$ cat src/design/sestab_pkg.sv
package sestab_pkg;

    localparam int ADDR_W = 32;
    localparam int TIME_W = 32;
    localparam int OP_W = 2;
    localparam int OUT_IDX_W = 3;
    localparam int OUT_CNT_W = 3;
    localparam logic [TIME_W-1:0] TIMEOUT_RESET = 32'd300000;

    typedef enum logic [OP_W-1:0] {
        OP_LOGIN  = 2'd0,
        OP_CHECK  = 2'd1,
        OP_TOUCH  = 2'd2,
        OP_LOGOUT = 2'd3
    } t_op;

    typedef enum logic [2:0] {
        ST_IDLE,
        ST_EXPIRE,
        ST_LOOKUP,
        ST_SCAN,
        ST_UPDATE,
        ST_FINISH
    } t_state;

    typedef struct packed {
        logic load_req;
        logic expire_step;
        logic lookup;
        logic scan_step;
        logic update;
        logic load_out;
    } t_cmd;

    typedef struct packed {
        logic need_scan;
        logic idx_last;
        logic out_busy;
    } t_stat;

endpackage

$ cat src/design/sestab_ctrl.sv
module sestab_ctrl (
    input  logic                 i_clk,
    input  logic                 i_rst_n,
    input  logic                 i_in_valid,
    input  logic [1:0]           i_op,
    input  sestab_pkg::t_stat    i_stat,
    output sestab_pkg::t_cmd     o_cmd,
    output logic                 o_in_ready
);

    sestab_pkg::t_state r_state;
    sestab_pkg::t_state n_state;

    always_ff @(posedge i_clk) begin
        if (!i_rst_n) begin
            r_state <= sestab_pkg::ST_IDLE;
        end else begin
            r_state <= n_state;
        end
    end

    always_comb begin
        n_state = r_state;
        case (r_state)
            sestab_pkg::ST_IDLE: begin
                if (i_in_valid) begin
                    if (i_op == sestab_pkg::OP_CHECK) begin
                        n_state = sestab_pkg::ST_EXPIRE;
                    end else begin
                        n_state = sestab_pkg::ST_LOOKUP;
                    end
                end
            end
            sestab_pkg::ST_EXPIRE: begin
                if (i_stat.idx_last) begin
                    n_state = sestab_pkg::ST_LOOKUP;
                end
            end
            sestab_pkg::ST_LOOKUP: begin
                if (i_stat.need_scan) begin
                    n_state = sestab_pkg::ST_SCAN;
                end else begin
                    n_state = sestab_pkg::ST_UPDATE;
                end
            end
            sestab_pkg::ST_SCAN: begin
                if (i_stat.idx_last) begin
                    n_state = sestab_pkg::ST_UPDATE;
                end
            end
            sestab_pkg::ST_UPDATE: begin
                n_state = sestab_pkg::ST_FINISH;
            end
            sestab_pkg::ST_FINISH: begin
                if (!i_stat.out_busy) begin
                    n_state = sestab_pkg::ST_IDLE;
                end
            end
            default: begin
                n_state = sestab_pkg::ST_IDLE;
            end
        endcase
    end

    always_comb begin
        o_cmd = '0;
        o_in_ready = 1'b0;
        case (r_state)
            sestab_pkg::ST_IDLE: begin
                o_in_ready = 1'b1;
                o_cmd.load_req = i_in_valid;
            end
            sestab_pkg::ST_EXPIRE: begin
                o_cmd.expire_step = 1'b1;
            end
            sestab_pkg::ST_LOOKUP: begin
                o_cmd.lookup = 1'b1;
            end
            sestab_pkg::ST_SCAN: begin
                o_cmd.scan_step = 1'b1;
            end
            sestab_pkg::ST_UPDATE: begin
                o_cmd.update = 1'b1;
            end
            sestab_pkg::ST_FINISH: begin
                o_cmd.load_out = !i_stat.out_busy;
            end
            default: begin
                o_cmd = '0;
            end
        endcase
    end

endmodule

$ cat src/design/sestab_dp.sv
module sestab_dp #(
    parameter int SLOTS = 5
) (
    input  logic                                   i_clk,
    input  logic                                   i_rst_n,
    input  sestab_pkg::t_cmd                       i_cmd,
    output sestab_pkg::t_stat                      o_stat,
    input  logic [1:0]                             i_op,
    input  logic [sestab_pkg::ADDR_W-1:0]          i_client_address,
    input  logic                                   i_credentials_ok,
    input  logic [sestab_pkg::TIME_W-1:0]          i_now_ms,
    input  logic [sestab_pkg::TIME_W-1:0]          i_timeout,
    input  logic                                   i_out_ready,
    output logic                                   o_out_valid,
    output logic                                   o_success,
    output logic [sestab_pkg::OUT_IDX_W-1:0]       o_slot_index,
    output logic                                   o_evicted,
    output logic [sestab_pkg::OUT_CNT_W-1:0]       o_expired_count,
    output logic [sestab_pkg::OUT_CNT_W-1:0]       o_active_count
);

    localparam int IDX_W = (SLOTS > 1) ? $clog2(SLOTS) : 1;
    localparam int CNT_W = $clog2(SLOTS + 1);
    localparam logic [IDX_W-1:0] IDX_LAST = IDX_W'(SLOTS - 1);

    sestab_pkg::t_op                    r_op;
    logic [sestab_pkg::ADDR_W-1:0]      r_addr;
    logic                               r_cred;
    logic [sestab_pkg::TIME_W-1:0]      r_now;

    logic [SLOTS-1:0]                   r_valid;
    logic [sestab_pkg::ADDR_W-1:0]      r_ent_addr [SLOTS];
    logic [sestab_pkg::TIME_W-1:0]      r_ent_time [SLOTS];

    logic [IDX_W-1:0]                   r_idx;
    logic [CNT_W-1:0]                   r_expired;
    logic [CNT_W-1:0]                   r_active;

    logic                               r_hit;
    logic [IDX_W-1:0]                   r_hit_idx;
    logic                               r_free;
    logic [IDX_W-1:0]                   r_free_idx;
    logic [IDX_W-1:0]                   r_best_idx;
    logic [sestab_pkg::TIME_W-1:0]      r_best_time;

    logic                               r_res_success;
    logic [IDX_W-1:0]                   r_res_slot;
    logic                               r_res_evicted;

    logic                               r_out_valid;
    logic                               r_out_success;
    logic [sestab_pkg::OUT_IDX_W-1:0]   r_out_slot;
    logic                               r_out_evicted;
    logic [sestab_pkg::OUT_CNT_W-1:0]   r_out_expired;
    logic [sestab_pkg::OUT_CNT_W-1:0]   r_out_active;

    logic [SLOTS-1:0]                   match_vec;
    logic                               match_any;
    logic [IDX_W-1:0]                   match_idx;
    logic                               free_any;
    logic [IDX_W-1:0]                   free_idx;
    logic [sestab_pkg::TIME_W-1:0]      cur_time;
    logic [sestab_pkg::TIME_W-1:0]      idle_time;
    logic                               cur_expire;
    logic                               scan_take;
    logic                               login_ok;
    logic [IDX_W-1:0]                   tgt_idx;

    always_comb begin
        match_any = 1'b0;
        match_idx = '0;
        free_any = 1'b0;
        free_idx = '0;
        for (int i = SLOTS - 1; i >= 0; i--) begin
            match_vec[i] = r_valid[i] && (r_ent_addr[i] == r_addr);
            if (match_vec[i]) begin
                match_any = 1'b1;
                match_idx = IDX_W'(i);
            end
            if (!r_valid[i]) begin
                free_any = 1'b1;
                free_idx = IDX_W'(i);
            end
        end
    end

    assign cur_time = r_ent_time[r_idx];
    assign idle_time = r_now - cur_time;
    assign cur_expire = r_valid[r_idx] && (idle_time > i_timeout);
    assign scan_take = (r_idx == '0) || (cur_time < r_best_time);
    assign login_ok = (r_op == sestab_pkg::OP_LOGIN) && r_cred;
    assign tgt_idx = r_hit ? r_hit_idx : (r_free ? r_free_idx : r_best_idx);

    assign o_stat.need_scan = login_ok && !match_any && !free_any;
    assign o_stat.idx_last = (r_idx == IDX_LAST);
    assign o_stat.out_busy = r_out_valid && !i_out_ready;

    always_ff @(posedge i_clk) begin
        if (i_cmd.load_req) begin
            r_op <= sestab_pkg::t_op'(i_op);
            r_addr <= i_client_address;
            r_cred <= i_credentials_ok;
            r_now <= i_now_ms;
        end
        if (i_cmd.lookup) begin
            r_hit <= match_any;
            r_hit_idx <= match_idx;
            r_free <= free_any;
            r_free_idx <= free_idx;
        end
        if (i_cmd.scan_step && scan_take) begin
            r_best_idx <= r_idx;
            r_best_time <= cur_time;
        end
        if (i_cmd.update) begin
            if (login_ok) begin
                r_ent_addr[tgt_idx] <= r_addr;
                r_ent_time[tgt_idx] <= r_now;
            end else if (r_hit && (r_op == sestab_pkg::OP_TOUCH)) begin
                r_ent_time[r_hit_idx] <= r_now;
            end
        end
        if (i_cmd.update) begin
            if (login_ok) begin
                r_res_success <= 1'b1;
                r_res_slot <= tgt_idx;
                r_res_evicted <= !r_hit && !r_free;
            end else begin
                r_res_success <= r_hit && (r_op != sestab_pkg::OP_LOGIN);
                r_res_slot <= (r_hit && (r_op != sestab_pkg::OP_LOGIN)) ? r_hit_idx : '0;
                r_res_evicted <= 1'b0;
            end
        end
        if (i_cmd.load_out) begin
            r_out_success <= r_res_success;
            r_out_slot <= sestab_pkg::OUT_IDX_W'(r_res_slot);
            r_out_evicted <= r_res_evicted;
            r_out_expired <= sestab_pkg::OUT_CNT_W'(r_expired);
            r_out_active <= sestab_pkg::OUT_CNT_W'(r_active);
        end
    end

    always_ff @(posedge i_clk) begin
        if (!i_rst_n) begin
            r_valid <= '0;
            r_idx <= '0;
            r_expired <= '0;
            r_active <= '0;
            r_out_valid <= 1'b0;
        end else begin
            if (i_cmd.load_req || i_cmd.lookup) begin
                r_idx <= '0;
            end else if (i_cmd.expire_step || i_cmd.scan_step) begin
                r_idx <= r_idx + 1'b1;
            end
            if (i_cmd.load_req) begin
                r_expired <= '0;
            end else if (i_cmd.expire_step && cur_expire) begin
                r_expired <= r_expired + 1'b1;
            end
            if (i_cmd.expire_step && cur_expire) begin
                r_valid[r_idx] <= 1'b0;
                r_active <= r_active - 1'b1;
            end else if (i_cmd.update) begin
                if (login_ok) begin
                    r_valid[tgt_idx] <= 1'b1;
                    if (!r_hit && r_free) begin
                        r_active <= r_active + 1'b1;
                    end
                end else if (r_hit && (r_op == sestab_pkg::OP_LOGOUT)) begin
                    r_valid[r_hit_idx] <= 1'b0;
                    r_active <= r_active - 1'b1;
                end
            end
            if (i_cmd.load_out) begin
                r_out_valid <= 1'b1;
            end else if (i_out_ready) begin
                r_out_valid <= 1'b0;
            end
        end
    end

    assign o_out_valid = r_out_valid;
    assign o_success = r_out_success;
    assign o_slot_index = r_out_slot;
    assign o_evicted = r_out_evicted;
    assign o_expired_count = r_out_expired;
    assign o_active_count = r_out_active;

endmodule

$ cat src/design/session_table_lru_idle_timeout.sv
// Session table of SLOTS entries keyed by a 32-bit client address, with login, check,
// touch and logout requests, one result word per request word. A request word is taken
// only while the block is idle. Login, touch and logout go through the lookup, update and
// finish states; the result is loaded into the output register as the block leaves finish,
// and the next word can be taken once it is back in idle. A check first goes through the
// expiry state, where idle-timeout expiry walks the entry registers one slot per cycle.
// A login that finds neither its address nor a free slot also goes through a scan state,
// where the search for the smallest last-activity time walks the slots one per cycle as
// well. A result that is not yet taken holds the block in its final state until the output
// register frees up. The timeout register sits at APB address 0 and resets to 300000.
module session_table_lru_idle_timeout #(
    parameter int SLOTS = 5
) (
    input  logic                                  i_clk,
    input  logic                                  i_rst_n,
    input  logic                                  i_in_valid,
    output logic                                  o_in_ready,
    input  logic [1:0]                            i_op,
    input  logic [31:0]                           i_client_address,
    input  logic                                  i_credentials_ok,
    input  logic [31:0]                           i_now_ms,
    output logic                                  o_out_valid,
    input  logic                                  i_out_ready,
    output logic                                  o_success,
    output logic [2:0]                            o_slot_index,
    output logic                                  o_evicted,
    output logic [2:0]                            o_expired_count,
    output logic [2:0]                            o_active_count,
    input  logic                                  psel,
    input  logic                                  penable,
    input  logic                                  pwrite,
    input  logic [2:0]                            paddr,
    input  logic [31:0]                           pwdata,
    output logic [31:0]                           prdata,
    output logic                                  pready
);

    sestab_pkg::t_cmd                  cmd;
    sestab_pkg::t_stat                 stat;
    logic [sestab_pkg::TIME_W-1:0]     r_timeout;

    always_ff @(posedge i_clk) begin
        if (!i_rst_n) begin
            r_timeout <= sestab_pkg::TIMEOUT_RESET;
        end else if (psel && penable && pwrite && pready && !paddr[2]) begin
            r_timeout <= pwdata;
        end
    end

    assign pready = 1'b1;
    assign prdata = paddr[2] ? '0 : r_timeout;

    sestab_ctrl u_ctrl (
        .i_clk      (i_clk),
        .i_rst_n    (i_rst_n),
        .i_in_valid (i_in_valid),
        .i_op       (i_op),
        .i_stat     (stat),
        .o_cmd      (cmd),
        .o_in_ready (o_in_ready)
    );

    sestab_dp #(
        .SLOTS (SLOTS)
    ) u_dp (
        .i_clk            (i_clk),
        .i_rst_n          (i_rst_n),
        .i_cmd            (cmd),
        .o_stat           (stat),
        .i_op             (i_op),
        .i_client_address (i_client_address),
        .i_credentials_ok (i_credentials_ok),
        .i_now_ms         (i_now_ms),
        .i_timeout        (r_timeout),
        .i_out_ready      (i_out_ready),
        .o_out_valid      (o_out_valid),
        .o_success        (o_success),
        .o_slot_index     (o_slot_index),
        .o_evicted        (o_evicted),
        .o_expired_count  (o_expired_count),
        .o_active_count   (o_active_count)
    );

endmodule

$ cat config.mk
export PLATFORM = sky130hd
export DESIGN_NAME = session_table_lru_idle_timeout
export DESIGN_NICKNAME = d
export VERILOG_FILES = /design/src/design/sestab_pkg.sv /design/src/design/sestab_ctrl.sv /design/src/design/sestab_dp.sv /design/src/design/session_table_lru_idle_timeout.sv
export SDC_FILE = /design/constraint.sdc
export NUM_CORES = 1
export LEC_CHECK = 0
export BUFFER_PORTS_ARGS = -buffer_cell sky130_fd_sc_hd__buf_2
export CORE_ASPECT_RATIO = 0.7
export CORE_MARGIN = 3
export CORE_UTILIZATION = 50
export CTS_BUF_LIST = sky130_fd_sc_hd__clkbuf_8 sky130_fd_sc_hd__clkbuf_16
export DETAILED_ROUTE_END_ITERATION = 12
export GPL_TIMING_DRIVEN = 0
export MAX_ROUTING_LAYER = met4
export PLACE_DENSITY = 0.68
export SKIP_LAST_GASP = 1
export SLEW_MARGIN = 20
export SYNTH_ARGS = -nofsm -noshare
export SYNTH_HDL_FRONTEND = slang
export SYNTH_HIERARCHICAL = 1
export SYNTH_SLANG_ARGS = --single-unit
$ cat constraint.sdc
create_clock -name i_clk -period 6.2 [get_ports i_clk]
set_input_delay 1.24 -clock i_clk [delete_from_list [all_inputs] [get_ports i_clk]]
set_output_delay 1.24 -clock i_clk [all_outputs]
set_load 0.02 [all_outputs]
# --- Word level (Yosys, flattened, before mapping) ---
# Memories as Yosys holds them, arrays and structs flattened. A register that Yosys moved wholly into a read port is not among the register bits.
# Cells that the tools add are included.
totals:
  rom_bits: 0
  n_memories: 2
  reg_bits: 176
  ramBits: 320
  output_inout_bits: 46
  latch_bits: 0
  wordCells: 187
  inputBits: 109
mem_list:
  columns: ["name", "depth", "word_bits", "rd", "rd_clocked_by_memory_dff", "write_ports", "line", "rtl"]
  rows:
  - ["u_dp.r_ent_addr", 5, 32, 5, 0, 1, "sestab_dp.sv:32", "logic [sestab_pkg::ADDR_W-1:0] r_ent_addr [SLOTS];"]
  - ["u_dp.r_ent_time", 5, 32, 1, 1, 1, "sestab_dp.sv:33", "logic [sestab_pkg::TIME_W-1:0] r_ent_time [SLOTS];"]
op_classes:
  n_shift: 0
  eq_ne: 19
  n_div: 0
  magnitude_cmp: 8
  multipliers: 0
  addsub: 5
  n_bitwise: 6
  n_reduce_logical: 50
  mux: 68
op_table:
  columns: ["cell", "n"]
  rows:
  - ["== test 32 bit", 5]
  - ["two-way mux 32 bit", 2]
  - ["two-way mux 3 bit", 19]
  - ["two-way mux 1 bit", 33]
  - ["> comparator 32 bit", 1]
  - ["less-than comparator 32 bit", 1]
  - ["OR reduction 32 bit", 1]
  - ["subtractor 32 bit", 1]
  - ["logical AND 1 bit", 23]
  - ["two-way mux 5 bit", 4]
  - ["one-hot mux 3 bit (6 select lines)", 1]
  - ["less-than comparator 3 x 4 -> 1 bit, second input constant", 3]
  - ["bitwise AND 5 bit", 2]
  - ["two-way mux 2 bit", 5]
  - ["inverter 5 bit", 2]
  - ["adder 3 x 1 -> 3 bit, second input constant", 3]
  - ["demux 1 bit (select 3 bit)", 3]
  - ["== test 3 bit, second input constant", 3]
  - ["greater-or-equal comparator 3 x 1 -> 1 bit, second input constant", 3]
  - ["!= test 2 bit, second input constant", 4]
  - ["AND reduction 4 bit", 2]
  - ["zero test 1 bit", 7]
  - ["== test 3 x 2 -> 1 bit, second input constant", 2]
  - ["zero test 3 bit", 2]
  - ["16 further kinds", 24]

# --- Logic depth before layout (Yosys ltp) ---
# Gate-level depths: netlist of run 1.
# An unclocked memory read counts as a cell.
logic_depth:
  word_depth: 13
  ltp_mapped: 24
  ltp_nobuf: 22

# --- Cells and area by module ---
# The synthesis of run 1 kept the hierarchy.
by_module_without_submodules:
  columns: ["module", "seq_area_each_um2", "n_inst", "area_each_um2", "cells_per_inst"]
  rows:
  - ["sestab_dp", 13753.2, 1, 20961.4, 1433]
  - ["session_table_lru_idle_timeout", 640.6, 1, 1577.8, 177]
  - ["sestab_ctrl", 60.1, 1, 270.3, 34]

# --- Least setup slack after synthesis of run 1 ---
# Ideal clock, no wire load.
synth_path:
  path_type: "reg2reg"
  from: "register with a tool-made name"
  to: "register u_dp.r_valid[1]"
  setup_slack_ns: 0.830
  period_less_slack_ns: 5.370
  setup_ns: 0.127
  path_buffers: 2
  t_required_ns: 6.073
  stages_incl_launch_ff: 23
  t_arrival_ns: 5.243
  path_cell_list: "dfxtp_1 buf_6 clkbuf_1 mux4_2 mux2i_1 ha_1 nor2_1 a21o_1 a21o_1 o21ai_1 a21o_1 a21oi_1 or4b_2 nand4_1 ha_1 a21o_1 a21o_1 a21oi_1 nor4_1 o31ai_1 nand2_1 o21ai_0 o22ai_1"
synth_lines:
  columns: ["item", "line", "rtl"]
  rows:
  - ["to (signal assigned)", "sestab_dp.sv:145", "r_valid <= '0;"]
  - ["to (signal, indexed assignment)", "sestab_dp.sv:162", "r_valid[r_idx] <= 1'b0;"]
  - ["to (signal, indexed assignment)", "sestab_dp.sv:166", "r_valid[tgt_idx] <= 1'b1;"]
  - ["to (decl)", "sestab_dp.sv:31", "logic [SLOTS-1:0] r_valid;"]

==> flow_metrics.tcl, run 1 <==
set metrics [dict create \
    outcome "complete, no violations" \
    hold_path_startpoint "u_dp/r_res_success" \
    grt_pass1_vias 13220 \
    fin_crit_ns 5.916 \
    detail-route-antenna-nets 0 \
    drt-initial-drc-count 1585 \
    synthCells 1644 \
    routedWlPerCell_microns 21.74 \
    path_cells "clkbuf_4 -> mux4_2 -> mux2i_1 -> ha_1 -> a211oi_2 -> o21ai_1 -> a21o_1 -> a21oi_1 -> o21bai_1 -> a21oi_1 -> mux2_2 -> o2111ai_1 -> ha_1 -> nand4_1 -> or2_2 -> o22ai_1 -> o311ai_2 -> and2_1 -> buf_2 -> o41ai_1 -> o22ai_1" \
    start_util 0.5142 \
    clock_skew_ns 0.01333 \
    clk_pin_slew_worst_paths_ns 0.07 \
    internal_power_uw 6686 \
    firstDrtPassIters 7 \
    fin_ws_ns 0.2839 \
    min_path_type "reg2reg" \
    max_slew_margin 0.3331 \
    gr-total-overflow 0 \
    fp-row-count 64 \
    clockBufferDepth 3 \
    avgSynthCellArea_sq_um 13.87 \
    comb_power_share 0.212 \
    place_hpwl_mm 40.01 \
    clk_latency_ns 0.58 \
    io_pins 155 \
    p_total_uw 9379 \
    synth_cell_types 74 \
    path_class "reg2reg" \
    yosysSeqAreaShare 0.6337 \
    viasPerCell 5.609 \
    start_kind "flop" \
    cts_tree "built" \
    drive_gt1_frac 0.1780 \
    finalSetupViolCount 0 \
    cts.sinks 499 \
    synth_ff_type "edfxtp_1" \
    vias 13960 \
    area.growth.synth_to_final_pct 16.60 \
    grt_usage 0.2302 \
    sw_frac_of_total 0.2871 \
    hold_buffers 0 \
    synth_top_area_cell "edfxtp_1" \
    drc_errors 0 \
    cts_buffers 47 \
    nets 2068 \
    end_kind "flop" \
    gp_congestion 0.9249 \
    crit_family "compound AO/OA/AOI/OAI gates" \
    grt_max_degree 41 \
    synth_area_sq_um 22810 \
    dieArea_sq_um 48260 \
    ys_ff_latch 499 \
    clkPwrFrac 0.343 \
    place_ws_ns -0.7405 \
    yosysMostFrequentCell "edfxtp_1" \
    worst_pin_slew_ns 0.9912 \
    die_height_microns 184.7 \
    dp.cells 2402 \
    die_x_microns 261.3 \
    seqPwrFrac 0.445 \
    arrival_ns 6.36 \
    critPathSlowestCell "dfxtp_1" \
    synthArstFlopShare 0 \
    cp_slowest_stage_delay_ns 0.56 \
    fp.coreArea_sq_um 44360 \
    numPortBuffers 151 \
    maxCapViolations 0 \
    power.leakage_uw 0.009526 \
    fin_cells 2488 \
    synth-edff-count 446 \
    timing.hold.ws_ns 0.4273 \
    grt_pass1_wl_mm 80.74 \
    cts_max_level 2 \
    fmax_ghz 0.1690 \
    syn-num-nets 1854 \
    synth-warning-count 6 \
    fin_util 0.5995 \
    crit_fanout 10 \
    path_buf_inv 2 \
    n_fill_cell 3472 \
    p_sw_uw 2693 \
    hold_violations 0 \
    antenna_found_initial 1 \
    vdd_drop_max_v 0.0002086 \
    fin_crit_sh 0.9542 \
    required_ns 6.65 \
    yosys-top-cells-area "edfxtp_1 (59%), ha_1 (5.5%), xnor2_1 (5.1%)" \
    cts-root-buf "clkbuf_16" \
    synthTopCellsByCount "edfxtp_1 (446), xnor2_1 (133), inv_1 (114), ha_1 (100), nand2_1 (91)" \
    drt-total-wl_mm 54.09 \
    power_density_nw_per_um2 352.6 \
    drv_slew 0 \
    synth_top_cell_area_share 0.5872 \
]
metrics by stage:
stage | TNS [ns] | area (sq um)
2_1_floorplan | 0 | 22810
3_3_place_gp | -34.40 | 24310
3_5_place_dp | -6.030 | 24740
4_1_cts | 0 | 26520
5_1_grt | -0.0009388 | 26600
6_report | 0 | 26600
per-layer routing:
layer,vias up,global-route usage,wire length (microns)
met3,64,0.03571,5422
met1,6839,0.3847,27070
met4,0,0.03899,707
met5,-,-,0
li1,6451,-,-
met2,602,0.2931,20890
cell usage in the layout, fill, tap and decap left out, types with 44 or more instances in the layout:
master,netlist,layout
buf_2,5,157
clkbuf_1,53,48
clkbuf_16,0,47
dfxtp_1,53,53
edfxtp_1,446,446
ha_1,100,99
inv_1,114,118
mux2i_1,71,70
nand2_1,91,90
nand4_1,44,44
nor2_1,66,56
nor2b_1,57,57
xnor2_1,133,133
xor2_1,53,53
worst paths after layout:
path	endpoint	slack, ns	cells past startpoint
setup reg to reg	u_dp/r_valid[3]	0.28	21
hold / removal	u_dp/o_success	0.43	0
hold reg to reg	u_dp/o_success	0.43	0
setup / recovery	u_dp/r_valid[3]	0.28	21
repair_timing:
action,CTS,global route
endpoints found under the hold margin,0,0
setup endpoints to repair,11,11
gates resized for setup,17,24
gates cloned,0,0
setup buffers,0,1
pin swaps,0,2
kinds of logic after synthesis:
logic type,after synthesis,share of synthesized area
flops,499,0.6337
buf+inv,186,0.03417
fa+ha+maj,101,0.05573
simple gates,382,0.08738
mux,107,0.06473
other cells,1,0.0001644
xor+xnor,186,0.07142
compound gates,182,0.05272
cell type report:
cell class,count,area [sq um],share of cell area
clock inverter,33,510.5,0.01919
inverter,114,427.9,0.01609
clock buffer,51,1231,0.04629
timing repair buffer,165,1099,0.04130
antenna,1,2.502,0.00009409
buffer,72,389.1,0.01463
sequential,499,14450,0.5434
multi-input combinational,959,7740,0.2910
tap,594,743.2,0.02794
sequential cells by signal (all words and copies together), names as in the netlist, 5 cells and up, named ones only:
| signal | count |
|---|---|
| u_dp/r_best_time | 32 |
| u_dp/r_valid | 5 |
| r_timeout | 32 |
| u_dp/r_ent_time | 160 |
| u_dp/r_addr | 32 |
| u_dp/r_now | 32 |
| u_dp/r_ent_addr | 160 |
power groups by stage:
stage | combinational [uW] | clock [uW] | sequential, uW
2_1_floorplan | 1310 | 0 | 4160
3_3_place_gp | 1820 | 0 | 4240
3_5_place_dp | 1920 | 0 | 4240
4_1_cts | 1940 | 3280 | 4170
5_1_grt | 2180 | 3420 | 4190
6_report | 1990 | 3220 | 4170
Power figures use the tool's default switching activity.
==> run 2, diff against run 1 <==
--- a/config.mk
+++ b/config.mk
@@ -8,12 +8,13 @@
 export BUFFER_PORTS_ARGS = -buffer_cell sky130_fd_sc_hd__buf_2
 export CORE_ASPECT_RATIO = 0.7
 export CORE_MARGIN = 3
-export CORE_UTILIZATION = 50
+export CORE_UTILIZATION = 55
 export CTS_BUF_LIST = sky130_fd_sc_hd__clkbuf_8 sky130_fd_sc_hd__clkbuf_16
 export DETAILED_ROUTE_END_ITERATION = 12
 export GPL_TIMING_DRIVEN = 0
 export MAX_ROUTING_LAYER = met4
-export PLACE_DENSITY = 0.68
+export PLACE_DENSITY = 0.74
+export SETUP_SLACK_MARGIN = 0.1
 export SKIP_LAST_GASP = 1
 export SLEW_MARGIN = 20
 export SYNTH_ARGS = -nofsm -noshare
==> run 2 against run 1 <==
Effect of this change: first-iteration DRC count shrank 12%; sequential share of layout area grew 0.74 points; via count grew 0.91%; register-to-register slack gained 0.13 ns; highest routed layer unchanged; critical endpoint is now u_dp/r_active[2].
==> flow_metrics.tcl, run 2 (synthesis results as in run 1) <==
set metrics [dict create \
    outcome "complete, no violations" \
    most-common-layout-cells "edfxtp_1 (446), buf_2 (158), xnor2_1 (133)" \
    fin_util 0.6512 \
    worst_pin_slew_ns 0.9382 \
    max_slew_margin 0.3688 \
    nets 2066 \
    fin_crit_sh 0.9338 \
    drt-initial-drc-count 1402 \
    dieArea_sq_um 43990 \
    cp_slowest_stage_delay_ns 0.53 \
    grt_setup_unrepaired "yes" \
    routedWlPerCell_microns 21.98 \
    layout_commonest_cell "edfxtp_1" \
    clkPwrFrac 0.316 \
    die_x_microns 249.4 \
    path_class "reg2reg" \
    cts_max_level 2 \
    comb_power_share 0.220 \
    gr-total-overflow 0 \
    power.leakage_uw 0.009434 \
    end_kind "flop" \
    n_fill_cell 2845 \
    fp.coreArea_sq_um 40300 \
    viasPerCell 5.803 \
    fin_crit_ns 5.790 \
    grt_max_degree 41 \
    cts-root-buf "clkbuf_16" \
    place_hpwl_mm 39.24 \
    grt_usage 0.2466 \
    gp_congestion 0.9343 \
    arrival_ns 6.28 \
    start_util 0.5660 \
    firstDrtPassIters 7 \
    finalSetupViolCount 0 \
    fp-row-count 61 \
    clockBufferDepth 3 \
    path_buf_inv 3 \
    die_height_microns 176.4 \
    seqPwrFrac 0.464 \
    drv_slew 0 \
    clock_skew_ns 0.02207 \
    clk_latency_ns 0.57 \
    vias 14080 \
    crit_fanout 10 \
    drt-total-wl_mm 53.36 \
    grt_pass1_vias 13640 \
    grt_pass1_wl_mm 80.30 \
    power_density_nw_per_um2 342.1 \
    vdd_drop_max_v 0.0002441 \
    cts_tree "built" \
    hold_buffers 0 \
    required_ns 6.69 \
    internal_power_uw 6366 \
    drc_errors 0 \
    area.growth.synth_to_final_pct 15.05 \
    detail-route-antenna-nets 0 \
    numPortBuffers 151 \
    placed_area_sq_um 24630 \
    io_pins 155 \
    maxCapViolations 0 \
    drive_gt1_frac 0.1698 \
    final.setup.tns_ns 0 \
    antenna_found_initial 1 \
    sw_frac_of_total 0.2909 \
    design_area_sq_um 26240 \
    hold_path_startpoint "u_dp/r_res_slot[0]" \
    hold_violations 0 \
    fmax_ghz 0.1727 \
    p_total_uw 8977 \
    cts_buffers 46 \
    crit_family "compound AO/OA/AOI/OAI gates" \
    path_cells "buf_1 -> clkdlybuf4s18_2 -> mux2i_1 -> fa_1 -> a211oi_1 -> o21ai_1 -> a21o_1 -> a21oi_1 -> o21bai_1 -> a21oi_1 -> mux2_2 -> o2111ai_1 -> ha_1 -> nand4_1 -> or2_2 -> o22ai_1 -> o311ai_2 -> and2_1 -> buf_2 -> a32oi_1 -> mux2i_1" \
    clk_pin_slew_worst_paths_ns 0.06 \
    critPathSlowestCell "clkdlybuf4s18_2" \
    start_kind "flop" \
    p_sw_uw 2611 \
    cts.sinks 499 \
    min_path_type "reg2reg" \
    top_regs "u_dp/r_ent_addr x160, u_dp/r_ent_time x160" \
]
-- run 2: cell count changes in the layout (fill, tap and decap cells not counted), moves of 2 or more --
cell / change
buf_16: -2
clkbuf_8: -4
clkinv_2: +4
buf_6: -2
clkinv_1: +10
buf_4: +2
inv_1: +2
clkinvlp_2: -3
clkinvlp_4: -4
bufinv_16: -6
clkbuf_4: -2
-- run 2: stage by stage --
stage	hold WS [ns]	std cells	setup WS, ns
after floorplan	0.4003	1644	0.8304
after detailed placement	0.4066	2342	-0.6218
after CTS	0.4224	2425	0.1247
final	0.4232	2427	0.4103
after global placement	0.4076	2330	-0.6473
after global routing	0.4355	2427	0.06031
-- run 2: final timing paths --
| kind | endpoint | depth (start not counted) | slack, ns |
|---|---|---|---|
| min | u_dp/o_slot_index[0] | 0 | 0.42 |
| min reg2reg | u_dp/o_slot_index[0] | 0 | 0.42 |
| max | u_dp/r_active[2] | 21 | 0.41 |
| max reg2reg | u_dp/r_active[2] | 21 | 0.41 |
-- run 2: metal layers --
metal  up-vias  GRT usage  part of all wire
met5         -          -                 0
met4         0    0.03961             0.012
met3        59    0.07186              0.11
met2       676     0.3264              0.40
met1      6906     0.3819              0.47
li1       6442          -                 -
-- run 2: area by class of cell --
class	instances	area (sq um)	share of cell area
Multi-Input combinational cell	959	7730	0.2946
Clock inverter	36	336.6	0.01283
Antenna cell	1	2.502	0.00009536
Clock buffer	47	1176	0.04482
Tap cell	535	669.4	0.02551
Timing Repair Buffer	164	1064	0.04053
Sequential cell	499	14450	0.5508
Inverter	114	427.9	0.01631
Buffer	72	381.6	0.01454
-- run 2: power groups by stage --
stage / Combinational, uW / Sequential, uW / Clock [uW]
final: 1970 / 4170 / 2840
after global routing: 2150 / 4190 / 3030
after CTS: 1930 / 4160 / 2890
after detailed placement: 1900 / 4230 / 0
after global placement: 1780 / 4240 / 0
after floorplan: 1310 / 4160 / 0
-- run 2: what timing repair did --
item,in CTS,in global routing
resized for setup,18,15
endpoints found under the setup margin,11,11
buffers inserted,0,1
pin swaps,0,2
==> run 3, diff against run 2 <==
--- a/config.mk
+++ b/config.mk
@@ -8,12 +8,12 @@
 export BUFFER_PORTS_ARGS = -buffer_cell sky130_fd_sc_hd__buf_2
 export CORE_ASPECT_RATIO = 0.7
 export CORE_MARGIN = 3
-export CORE_UTILIZATION = 55
+export CORE_UTILIZATION = 40
 export CTS_BUF_LIST = sky130_fd_sc_hd__clkbuf_8 sky130_fd_sc_hd__clkbuf_16
 export DETAILED_ROUTE_END_ITERATION = 12
 export GPL_TIMING_DRIVEN = 0
 export MAX_ROUTING_LAYER = met4
-export PLACE_DENSITY = 0.74
+export PLACE_DENSITY_LB_ADDON = 0.1
 export SETUP_SLACK_MARGIN = 0.1
 export SKIP_LAST_GASP = 1
 export SLEW_MARGIN = 20
==> run 3 against run 2 <==
Effect of this change: routed wire length is 7.6% higher; via count shrank 2.8%; clock skew is 0.0057 ns higher; final cell count is 9.3% higher; global-route usage down 5.0 points; clock power is 13% higher; first-iteration DRC count shrank 10%.
==> flow_metrics.tcl, run 3 (synthesis results as in run 1) <==
set metrics [dict create \
    drive_gt1_frac 0.1847 \
    viasPerCell 5.162 \
    layout_commonest_cell "edfxtp_1" \
    path_class "reg2reg" \
    fin_cells 2652 \
    clk_pin_slew_worst_paths_ns 0.06 \
    grt_pass1_vias 13140 \
    vdd_drop_max_v 0.0001804 \
    clock_skew_ns 0.02772 \
    internal_power_uw 6592 \
    clkPwrFrac 0.343 \
    min_path_type "reg2reg" \
    outcome "complete, no violations" \
    hold_violations 0 \
    max_slew_margin 0.3205 \
    antenna_found_initial 1 \
    numPortBuffers 151 \
    firstDrtPassIters 5 \
    io_pins 155 \
    routedWlPerCell_microns 21.65 \
    ff2ff_path_depth 22 \
    cts.sinks 499 \
    fp.coreArea_sq_um 55760 \
    power_density_nw_per_um2 348.7 \
    top_regs "u_dp/r_ent_addr x160, u_dp/r_ent_time x160" \
    worst_pin_slew_ns 1.010 \
    place_hpwl_mm 43.08 \
    hold_buffers 0 \
    required_ns 6.68 \
    drt-total-wl_mm 57.43 \
    hold_path_startpoint "u_dp/r_res_slot[1]" \
    finalSetupViolCount 0 \
    seqPwrFrac 0.444 \
    multi_input_area_sq_um 7781 \
    grt_setup_unrepaired "no" \
    cts_tree "built" \
    start_util 0.4090 \
    drt-initial-drc-count 1261 \
    dieArea_sq_um 59970 \
    clockBufferDepth 3 \
    timing.hold.ws_ns 0.4280 \
    detail-route-antenna-nets 0 \
    sw_frac_of_total 0.2985 \
    cts_max_level 2 \
    grt_pass1_wl_mm 85.20 \
    holdPathStages 0 \
    grt_max_degree 42 \
    grt_usage 0.1969 \
    fp-row-count 72 \
    clk_latency_ns 0.63 \
    ff_latch_area_sq_um 14450 \
    end_kind "flop" \
    p_sw_uw 2805 \
    drc_errors 0 \
    arrival_ns 6.28 \
    comb_power_share 0.213 \
    die_x_microns 291.4 \
    die_height_microns 205.8 \
    power.leakage_uw 0.009609 \
    dp.cells 2552 \
    nets 2078 \
    most-common-layout-cells "edfxtp_1 (446), buf_2 (159), xnor2_1 (133)" \
    fin_ws_ns 0.3990 \
    fmax_ghz 0.1724 \
    maxCapViolations 0 \
    crit_fanout 10 \
    n_fill_cell 4871 \
    cts_buffers 51 \
    vias 13690 \
    gr-total-overflow 0 \
    fin_crit_ns 5.801 \
    area.growth.synth_to_final_pct 18.13 \
    start_kind "flop" \
    drv_slew 0 \
    cts-root-buf "clkbuf_16" \
    fin_crit_sh 0.9356 \
    gp_congestion 0.8621 \
    place_ws_ns -0.9282 \
]
-- run 3: changes by cell type in the layout (fill, tap and decap cells not counted), sizes merged --
cell / previous run / this run
clkdlybuf4s18: 1 / 0
clkbuf: 98 / 102
clkinv: 23 / 24
clkinvlp: 0 / 6
bufinv: 6 / 8
buf: 184 / 192
-- run 3: worst paths after layout --
check                                            end  slack, ns
worst max-delay path                 u_dp/r_valid[3]       0.40
worst min-delay path            u_dp/o_slot_index[1]       0.43
worst max register to register       u_dp/r_valid[3]       0.40
worst min register to register  u_dp/o_slot_index[1]       0.43
-- run 3: cell type report --
type	instances	area share
diodes	1	0.00009287
plain buffers	72	0.01426
clock buffers	51	0.04736
clock inverters	45	0.01797
inverters	114	0.01588
multi-input cells	959	0.2888
flip-flops and latches	499	0.5364
well taps	740	0.03436
repair buffers	171	0.04486
-- run 3: metrics by stage --
stage | utilization | area [sq um] | TNS [ns] | power [uW]
floorplan | - | 22810 | 0 | 5465
finish | 0.4832 | 26940 | 0 | 9397
global route | 0.4831 | 26940 | 0 | 9857
CTS | 0.4816 | 26860 | 0 | 9459
global placement | 0.4392 | 24490 | -44.82 | 6132
detailed placement | 0.4487 | 25020 | -8.369 | 6188
-- run 3: metal layers --
layer | global-route usage | part of all wire
met2 | 0.2371 | 0.36
met5 | - | 0
met3 | 0.03496 | 0.074
met1 | 0.3289 | 0.55
met4 | 0.04719 | 0.018
-- run 3: worst max-delay path: stages (launching register included) --
cell	delay (ns)
dfxtp_1	0.32
buf_6	0.14
buf_6	0.20
mux4_2	0.51
mux2i_1	0.22
ha_1	0.34
a211oi_2	0.28
o21ai_1	0.16
a21o_1	0.20
a21oi_1	0.21
o21bai_1	0.08
a21oi_1	0.26
mux2_2	0.20
o2111ai_1	0.32
ha_1	0.42
nand4_1	0.18
or2_2	0.34
o22ai_1	0.22
o311ai_2	0.21
and2_1	0.22
clkbuf_4	0.19
o41ai_1	0.27
o22ai_1	0.14
-- run 3: timing repair --
action                                  CTS  global route
endpoints found under the setup margin   11            11
buffers inserted                          0             3
gates cloned                              0             0
pin swaps                                 0             4
resized for setup                        22            28
-- run 3: power by group through the flow --
stage	Combinational [uW]	Clock [uW]	Sequential, uW
finish	2000	3220	4180
global placement	1870	0	4260
CTS	1970	3320	4180
detailed placement	1940	0	4250
floorplan	1310	0	4160
global route	2210	3450	4200
